[src/rtl/core/cmo_pkg.sv]
// Shared types and constants for the chaos map oscillator.
// No dependencies; used by the top level, the core and the shared unit.
package cmo_pkg;

  // datapath width of the shared unit (wide enough for divisor << 16)
  localparam int DW = 54;

  // configuration register indexes
  localparam logic [1:0] CFG_BASE_RATE    = 2'd0;
  localparam logic [1:0] CFG_UPDATE_RATE  = 2'd1;
  localparam logic [1:0] CFG_INITIAL_SEED = 2'd2;
  localparam logic [1:0] CFG_MAP_MODE     = 2'd3;

  localparam logic [15:0] BASE_RATE_RST    = 16'd60621;
  localparam logic [15:0] UPDATE_RATE_RST  = 16'd11025;
  localparam logic [16:0] INITIAL_SEED_RST = 17'd32768;

  localparam logic [16:0] ONE_Q16       = 17'd65536;
  localparam logic [16:0] HALF_Q16      = 17'd32768;
  localparam logic [16:0] RATE_MIN      = 17'd16384;
  localparam logic [16:0] RATE_MAX      = 17'd65372;
  localparam logic [15:0] RATE_LOGI_MIN = 16'd49152;
  localparam logic [16:0] DEN_SCALE     = 17'd17;
  // 750000 * 65536: numerator of the iteration period
  localparam logic [DW-1:0] PERIOD_NUM  = 54'd49152000000;

  localparam logic MODE_LOGISTIC = 1'b0;
  localparam logic MODE_NFOLD    = 1'b1;

  typedef enum logic {
    ALU_MUL,
    ALU_SUB
  } alu_op_t;

  typedef struct packed {
    logic [15:0] base_rate;
    logic [15:0] update_rate_hz;
    logic [16:0] initial_seed;
    logic        map_mode;
  } cfg_t;

endpackage

[src/rtl/core/chaos_map_oscillator.sv]
// A beat whose update rate or speed gain is zero goes straight to the output; otherwise
// the 16-step period division and 16-step tick modulo may run, then the map if due.
// The shared multiply/subtract unit serves one beat at a time, so no new beat is taken
// while busy. A waiting result does not block the next beat.
// Reset (rst_n low, synchronous): registers to defaults, seed to 0.5, no output, idle.
module chaos_map_oscillator #(
  parameter int SAMPLE_RATE = 44100
) (
  input  logic        clk,
  input  logic        rst_n,
  input  logic        cfg_we,
  input  logic [1:0]  cfg_addr,
  input  logic [16:0] cfg_wdata,
  input  logic        in_valid,
  output logic        in_stall,
  input  logic signed [15:0] in_rate_mod_sample,
  input  logic        in_rate_mod_valid,
  input  logic signed [15:0] in_speed_mod_sample,
  input  logic        in_speed_mod_valid,
  output logic        out_valid,
  input  logic        out_stall,
  output logic signed [15:0] out_sample_out
);

  cmo_pkg::cfg_t cfg_r;
  logic          busy;
  logic [15:0]   sample;

  always_ff @(posedge clk) begin
    if (!rst_n) begin
      cfg_r.base_rate      <= cmo_pkg::BASE_RATE_RST;
      cfg_r.update_rate_hz <= cmo_pkg::UPDATE_RATE_RST;
      cfg_r.initial_seed   <= cmo_pkg::INITIAL_SEED_RST;
      cfg_r.map_mode       <= cmo_pkg::MODE_LOGISTIC;
    end else if (cfg_we) begin
      unique case (cfg_addr)
        cmo_pkg::CFG_BASE_RATE:    cfg_r.base_rate      <= cfg_wdata[15:0];
        cmo_pkg::CFG_UPDATE_RATE:  cfg_r.update_rate_hz <= cfg_wdata[15:0];
        cmo_pkg::CFG_INITIAL_SEED: cfg_r.initial_seed   <= cfg_wdata;
        cmo_pkg::CFG_MAP_MODE:     cfg_r.map_mode       <= cfg_wdata[0];
      endcase
    end
  end

  cmo_core #(
    .SAMPLE_RATE (SAMPLE_RATE)
  ) u_core (
    .clk              (clk),
    .rst_n            (rst_n),
    .cfg              (cfg_r),
    .start            (in_valid & ~busy),
    .rate_mod_sample  (in_rate_mod_sample),
    .rate_mod_valid   (in_rate_mod_valid),
    .speed_mod_sample (in_speed_mod_sample),
    .speed_mod_valid  (in_speed_mod_valid),
    .busy             (busy),
    .out_valid        (out_valid),
    .out_stall        (out_stall),
    .out_sample       (sample)
  );

  assign in_stall       = busy;
  assign out_sample_out = sample;

endmodule

[src/rtl/core/cmo_alu.sv]
// Shared arithmetic unit: 33x17 multiply or wide subtract with borrow.
// Depends on cmo_pkg.
module cmo_alu (
  input  cmo_pkg::alu_op_t          op,
  input  logic [cmo_pkg::DW-1:0]    a,
  input  logic [cmo_pkg::DW-1:0]    b,
  output logic [cmo_pkg::DW-1:0]    res,
  output logic                      borrow
);

  logic [49:0]             prod;
  logic [cmo_pkg::DW:0]    diff;

  assign prod = a[32:0] * b[16:0];
  assign diff = {1'b0, a} - {1'b0, b};

  always_comb begin
    unique case (op)
      cmo_pkg::ALU_MUL: begin
        res    = {{(cmo_pkg::DW-50){1'b0}}, prod};
        borrow = 1'b0;
      end
      cmo_pkg::ALU_SUB: begin
        res    = diff[cmo_pkg::DW-1:0];
        borrow = diff[cmo_pkg::DW];
      end
    endcase
  end

endmodule

[src/rtl/core/cmo_core.sv]
// Sequencer and datapath: period division, tick modulo and map iteration,
// all on the shared unit. Depends on cmo_pkg and cmo_alu.
module cmo_core #(
  parameter int SAMPLE_RATE = 44100
) (
  input  logic               clk,
  input  logic               rst_n,
  input  cmo_pkg::cfg_t      cfg,
  input  logic               start,
  input  logic [15:0]        rate_mod_sample,
  input  logic               rate_mod_valid,
  input  logic [15:0]        speed_mod_sample,
  input  logic               speed_mod_valid,
  output logic               busy,
  output logic               out_valid,
  input  logic               out_stall,
  output logic [15:0]        out_sample
);

  localparam int DW = cmo_pkg::DW;

  typedef enum logic [3:0] {
    S_IDLE, S_DEN1, S_DEN2, S_CHK0, S_CHK1, S_DIV, S_MOD,
    S_RATE, S_MAP1, S_MAP2, S_FIN, S_OUT
  } state_t;

  state_t           state_r, state_nxt;
  logic [16:0]      rate_gain_r, rate_gain_nxt;
  logic [16:0]      speed_gain_r, speed_gain_nxt;
  logic [15:0]      tick_r, tick_nxt;
  logic [16:0]      seed_r, seed_nxt;
  logic [15:0]      held_r, held_nxt;
  logic [DW-1:0]    acc_r, acc_nxt;
  logic [DW-1:0]    rem_r, rem_nxt;
  logic [DW-1:0]    dv_r, dv_nxt;
  logic [15:0]      quo_r, quo_nxt;
  logic [3:0]       cnt_r, cnt_nxt;
  logic [15:0]      rate_r, rate_nxt;
  logic             out_valid_r, out_valid_nxt;
  logic [15:0]      out_sample_r, out_sample_nxt;

  cmo_pkg::alu_op_t alu_op;
  logic [DW-1:0]    alu_a, alu_b, alu_res;
  logic             alu_borrow;

  logic [15:0]      logi_rate;
  logic [16:0]      rate_raw;
  logic [16:0]      seed_ld;
  logic [DW-1:0]    rem_step;
  logic [15:0]      quo_step;
  logic [16:0]      tick_inc;
  logic             out_free;

  cmo_alu u_alu (
    .op     (alu_op),
    .a      (alu_a),
    .b      (alu_b),
    .res    (alu_res),
    .borrow (alu_borrow)
  );

  assign logi_rate = (rate_r < cmo_pkg::RATE_LOGI_MIN) ? cmo_pkg::RATE_LOGI_MIN : rate_r;
  assign rate_raw  = alu_res[32:16];
  assign rem_step  = alu_borrow ? rem_r : alu_res;
  assign quo_step  = {quo_r[14:0], ~alu_borrow};
  assign tick_inc  = {1'b0, tick_r} + 17'd1;
  assign out_free  = ~out_valid_r | ~out_stall;

  // zero seed reloads, then clamp to 1.0
  always_comb begin
    seed_ld = (seed_r == 17'd0) ? cfg.initial_seed : seed_r;
    if (seed_ld > cmo_pkg::ONE_Q16) seed_ld = cmo_pkg::ONE_Q16;
  end

  // shared unit operand select
  always_comb begin
    alu_op = cmo_pkg::ALU_MUL;
    alu_a  = '0;
    alu_b  = '0;
    unique case (state_r)
      S_DEN1: begin
        alu_a = DW'(cfg.update_rate_hz);
        alu_b = DW'(cmo_pkg::DEN_SCALE);
      end
      S_DEN2: begin
        alu_a = DW'(acc_r[20:0]);
        alu_b = DW'(speed_gain_r);
      end
      S_CHK0: begin
        alu_op = cmo_pkg::ALU_SUB;
        alu_a  = cmo_pkg::PERIOD_NUM;
        alu_b  = acc_r;
      end
      S_CHK1: begin
        alu_op = cmo_pkg::ALU_SUB;
        alu_a  = cmo_pkg::PERIOD_NUM;
        alu_b  = acc_r << 16;
      end
      S_DIV, S_MOD: begin
        alu_op = cmo_pkg::ALU_SUB;
        alu_a  = rem_r;
        alu_b  = dv_r;
      end
      S_RATE: begin
        alu_a = DW'(cfg.base_rate);
        alu_b = DW'(rate_gain_r);
      end
      S_MAP1: begin
        alu_a = (cfg.map_mode == cmo_pkg::MODE_LOGISTIC) ? DW'(logi_rate) : DW'(rate_r);
        alu_b = DW'(seed_r);
      end
      S_MAP2: begin
        alu_a = DW'(acc_r[32:0]);
        alu_b = DW'(cmo_pkg::ONE_Q16 - seed_r);
      end
      S_IDLE, S_FIN, S_OUT: begin
        alu_a = '0;
      end
      default: begin
        alu_a = '0;
      end
    endcase
  end

  always_comb begin
    state_nxt      = state_r;
    rate_gain_nxt  = rate_gain_r;
    speed_gain_nxt = speed_gain_r;
    tick_nxt       = tick_r;
    seed_nxt       = seed_r;
    held_nxt       = held_r;
    acc_nxt        = acc_r;
    rem_nxt        = rem_r;
    dv_nxt         = dv_r;
    quo_nxt        = quo_r;
    cnt_nxt        = cnt_r;
    rate_nxt       = rate_r;
    out_sample_nxt = out_sample_r;
    out_valid_nxt  = out_valid_r & out_stall;

    unique case (state_r)
      S_IDLE: begin
        if (start) begin
          if (rate_mod_valid)
            rate_gain_nxt = {1'b0, rate_mod_sample ^ 16'h8000} + cmo_pkg::HALF_Q16;
          if (speed_mod_valid)
            speed_gain_nxt = {1'b0, speed_mod_sample ^ 16'h8000};
          state_nxt = S_DEN1;
        end
      end
      S_DEN1: begin
        acc_nxt   = alu_res;
        state_nxt = S_DEN2;
      end
      S_DEN2: begin
        acc_nxt   = alu_res;
        state_nxt = S_CHK0;
      end
      S_CHK0: begin
        // zero denominator holds; period below one iterates every tick
        if (acc_r == '0)    state_nxt = S_OUT;
        else if (alu_borrow) state_nxt = S_RATE;
        else                 state_nxt = S_CHK1;
      end
      S_CHK1: begin
        if (!alu_borrow) begin
          // period exceeds any tick value
          state_nxt = (tick_r == 16'd0) ? S_RATE : S_OUT;
        end else begin
          rem_nxt   = cmo_pkg::PERIOD_NUM;
          dv_nxt    = acc_r << 15;
          quo_nxt   = '0;
          cnt_nxt   = 4'd15;
          state_nxt = S_DIV;
        end
      end
      S_DIV: begin
        rem_nxt = rem_step;
        quo_nxt = quo_step;
        dv_nxt  = dv_r >> 1;
        cnt_nxt = cnt_r - 4'd1;
        if (cnt_r == 4'd0) begin
          rem_nxt   = DW'(tick_r);
          dv_nxt    = DW'(quo_step) << 15;
          cnt_nxt   = 4'd15;
          state_nxt = S_MOD;
        end
      end
      S_MOD: begin
        rem_nxt = rem_step;
        dv_nxt  = dv_r >> 1;
        cnt_nxt = cnt_r - 4'd1;
        if (cnt_r == 4'd0)
          state_nxt = (rem_step == '0) ? S_RATE : S_OUT;
      end
      S_RATE: begin
        if (rate_raw < cmo_pkg::RATE_MIN)      rate_nxt = cmo_pkg::RATE_MIN[15:0];
        else if (rate_raw > cmo_pkg::RATE_MAX) rate_nxt = cmo_pkg::RATE_MAX[15:0];
        else                                   rate_nxt = rate_raw[15:0];
        seed_nxt  = seed_ld;
        state_nxt = S_MAP1;
      end
      S_MAP1: begin
        if (cfg.map_mode == cmo_pkg::MODE_LOGISTIC) begin
          acc_nxt   = alu_res;
          state_nxt = S_MAP2;
        end else begin
          seed_nxt  = {1'b0, alu_res[29:14]};
          state_nxt = S_FIN;
        end
      end
      S_MAP2: begin
        seed_nxt  = alu_res[46:30];
        state_nxt = S_FIN;
      end
      S_FIN: begin
        // seed - 0.5, saturating at full scale
        held_nxt  = seed_r[16] ? 16'h7FFF : {~seed_r[15], seed_r[14:0]};
        state_nxt = S_OUT;
      end
      S_OUT: begin
        if (out_free) begin
          out_valid_nxt  = 1'b1;
          out_sample_nxt = held_r;
          tick_nxt       = (tick_inc >= 17'(SAMPLE_RATE)) ? 16'd0 : tick_inc[15:0];
          state_nxt      = S_IDLE;
        end
      end
      default: state_nxt = S_IDLE;
    endcase
  end

  always_ff @(posedge clk) begin
    if (!rst_n) begin
      state_r      <= S_IDLE;
      rate_gain_r  <= cmo_pkg::ONE_Q16;
      speed_gain_r <= cmo_pkg::ONE_Q16;
      tick_r       <= '0;
      seed_r       <= cmo_pkg::INITIAL_SEED_RST;
      held_r       <= '0;
      out_valid_r  <= 1'b0;
    end else begin
      state_r      <= state_nxt;
      rate_gain_r  <= rate_gain_nxt;
      speed_gain_r <= speed_gain_nxt;
      tick_r       <= tick_nxt;
      seed_r       <= seed_nxt;
      held_r       <= held_nxt;
      out_valid_r  <= out_valid_nxt;
    end
  end

  always_ff @(posedge clk) begin
    acc_r        <= acc_nxt;
    rem_r        <= rem_nxt;
    dv_r         <= dv_nxt;
    quo_r        <= quo_nxt;
    cnt_r        <= cnt_nxt;
    rate_r       <= rate_nxt;
    out_sample_r <= out_sample_nxt;
  end

  assign busy       = (state_r != S_IDLE);
  assign out_valid  = out_valid_r;
  assign out_sample = out_sample_r;

endmodule

[config.mk]
export PLATFORM = sky130hd
export DESIGN_NAME = chaos_map_oscillator
export DESIGN_NICKNAME = d
export VERILOG_FILES = /design/src/rtl/core/cmo_pkg.sv /design/src/rtl/core/chaos_map_oscillator.sv /design/src/rtl/core/cmo_alu.sv /design/src/rtl/core/cmo_core.sv
export SDC_FILE = /design/constraint.sdc
export NUM_CORES = 2
export LEC_CHECK = 0
export BUFFER_PORTS_ARGS = -buffer_cell sky130_fd_sc_hd__clkbuf_2
export CORE_MARGIN = 8
export CORE_UTILIZATION = 65
export DETAILED_ROUTE_END_ITERATION = 10
export PLACE_DENSITY = 0.92
export REMOVE_ABC_BUFFERS = 1
export SLEW_MARGIN = 20
export SYNTH_ARGS = -nofsm -noshare
export SYNTH_HDL_FRONTEND = slang
export SYNTH_HIERARCHICAL = 1
export SYNTH_SLANG_ARGS = --single-unit
[constraint.sdc]
create_clock -name clk -period 27.5 [get_ports clk]
set_input_delay 5.5 -clock clk [delete_from_list [all_inputs] [get_ports clk]]
set_output_delay 5.5 -clock clk [all_outputs]
set_load 0.02 [all_outputs]
==> out/qor.csv <==
metric;value;unit
chipHeight;261.0;um
violations;DRC;
place.gp.congestion;1.049;
hpwl;90.98;mm
io-pin-count;76;
yosysTopAreaCell;fa_1;
worstPathRequired;27.94;ns
routedWlPerCell;24.22;um
area_growth;5.541;%
path_max_fanout;41;
diodes;0;
hold_path_startpoint;u_core/held_r[8];
cts_resized;0;
end_kind;register;
status;finished with violations;
synthTopCellsByCount;691 x nand2_1, 681 x inv_1, 465 x fa_1, 221 x and2_1, 218 x clkbuf_1;
worst-path-buf-inv;5;
layout_min_cycle_time;11.96;ns
crit_path_frequent_cell;fa_1;
first_pass_iters;11;
start_util;65.14;%
cts_buffers;34;
r2r_slack;15.54;ns
rows;90;
finalPower;0.003905;W
layout.nets;5045;
critPathArrivalTime;12.41;ns
cts_hold_buf;0;
num_vias;34340;
hold_path_depth;0;
drt_iter0_drc;5168;
hold_violations;0;
worst_ir_drop_vdd;64.69;uV
vias_per_cell;6.695;
rr_endpoint;u_core/state_r[3];
grt_pass1_wl;192.3;mm
yosysMostFrequentCell;nand2_1;
drc;14;
postCtsSetupRepairBufs;0;
crit_family;compound AO/OA/AOI/OAI gates;
syn-instance-count;4392;
rsz0062_at_grt;false;
clk_pin_slew;0.07;ns
clk_latency;0.56;ns
ant_nets;0;
hold_path_class;reg -> reg;
fmax;83.60;MHz
drive_gt1_share;6.188;%
slew-limit-headroom;12.13;%
portBuffers;75;
min_to;u_core/out_sample[8];
grt_max_degree;89;
async_reset_ff_share;0;%
track_usage;36.17;%
netlist_area;0.03902;sq mm
reg2reg_from;u_core/state_r[0];
maxCapViolations;0;
skew;0.02643;ns
cts_buffer_depth;3;
htreeDepth;2;
worst_slew_pin_slew;1.304;ns
powerDensity;94.81;mW/mm^2
fin_setup_tns;0;ns
synth-edff-count;213;
fin_crit_sh;43.50;%
die-area;0.06813;sq mm
root_buffer;clkbuf_16;
antenna_found_initial;1;
overflow;0;
fp.dieW;261.0;um
leakage;18.69;nW
max_stage_delay;0.94;ns
coreArea;0.05991;sq mm
grt_pass1_vias;34550;
slowest_stage;a222oi_1;
clock_sink_count;351;
ys_ff_latch;351;
start_kind;register;
synth_top_area_share;23.86;%
fillers;4405;
layout.cells.non_filler;5129;
wl;124.2;mm
yosysUniqueCellTypes;93;
synth_warnings;6;
finalSetupViolations;0;
synth_flop_cell;edfxtp_1;
slew_violations;0;
worstRegToRegCells;32;
cts_tree;done;
synth_area_per_cell;8.885;sq um
netlist_top_cells_area;fa_1 24%, edfxtp_1 16%, dfxtp_1 7.1%;
place_inst;5066;
worst-setup-path-type;reg -> reg;
synth-seq-area-share;23.47;%
sequential cells by signal, indices dropped and copies added, names as in the netlist:
register,flops
u_core/dv_r,54
u_core/out_sample,16
u_core/held_r,16
u_core/rate_r,16
u_core/out_valid,1
u_core/cnt_r,4
u_core/state_r,4
u_core/rem_r,54
u_core/seed_r,17
u_core/speed_gain_r,17
u_core/tick_r,16
cfg_r,50
u_core/rate_gain_r,17
u_core/acc_r,54
u_core/quo_r,15
worst max path at each step:
stage / start / to / slack [ns] / cells after the start
2_1_floorplan: u_core/state_r[2] / u_core/cnt_r[0] / 4.92 / 17
3_3_place_gp: u_core/state_r[2] / u_core/state_r[3] / 16.12 / 30
3_5_place_dp: u_core/state_r[2] / u_core/state_r[3] / 16.17 / 31
4_1_cts: u_core/state_r[2] / u_core/state_r[3] / 16.11 / 31
5_1_grt: u_core/state_r[0] / u_core/state_r[3] / 15.34 / 32
6_report: u_core/state_r[0] / u_core/state_r[3] / 15.54 / 32
cell type report:
| type | count | area, sq um | area share, % |
|---|---|---|---|
| multi-input combinational | 3091 | 26320 | 63.91 |
| sequential | 351 | 9159 | 22.24 |
| inverter | 684 | 2569 | 6.237 |
| timing repair buffer | 160 | 1008 | 2.449 |
| clock buffer | 46 | 1001 | 2.431 |
| tap | 782 | 978.4 | 2.376 |
| clock inverter | 15 | 146.4 | 0.3555 |
metal layers:
metal,track usage [%],part of all wire [%],vias to the layer above
met3,9.893,15,618
met2,55.57,44,2727
li1,-,-,14490
met1,46.71,35,16510
met5,0,0,-
met4,19.13,6.4,0
stage by stage:
step           area, sq um  hold slack, ns  setup slack, ns  util (%)
2_1_floorplan        37940          0.4076            4.920         -
6_report             41180          0.4301            15.54     68.74
3_3_place_gp         40010          0.4121            16.12     66.79
4_1_cts              41170          0.4308            16.11     68.72
3_5_place_dp         40020          0.4161            16.17     66.80
5_1_grt              41180          0.4333            15.34     68.74
power breakdown:
part           internal (W)  total, W  leakage, nW  switching [W]
clock              0.000277  0.000488        0.567       0.000211
combinational      0.000865   0.00261         15.0        0.00174
sequential         0.000691  0.000810         3.09       0.000119
total               0.00183   0.00390         18.7        0.00207
cell families after synthesis:
group / Yosys count / synth area share, %
buffers and inverters: 950 / 9.356
adder cells (fa/ha/maj): 673 / 30.47
multiplexers: 115 / 2.966
AND/OR/NAND/NOR: 1416 / 17.22
flip-flops: 351 / 23.47
XOR/XNOR: 102 / 2.289
AO/OA/AOI/OAI: 785 / 14.22
layout by cell type (no fill, tap or decap), drive strengths merged, types with 35 or more instances in the layout:
cell type,instances
dfxtp,138
a222oi,87
nand4,49
buf,85
edfxtp,213
a21oi,187
xnor2,55
xor2,47
and3,38
mux2i,110
nor4,53
a211oi,35
fa,465
a21o,74
ha,200
nor2,196
and2,222
a22o,39
nand2,691
o211ai,36
inv,686
clkbuf,121
o21ai,131
worst reg2reg max path, delay by kind of cell, from the launching register on:
kind            cells  cell delay [ns]
compound gates     11             4.23
fa+ha+maj           7             3.52
simple gates        8             2.54
flops               1             0.87
buf+inv             5             0.53
xor+xnor            1             0.18
No activity file was read; power rests on OpenSTA's default activity.
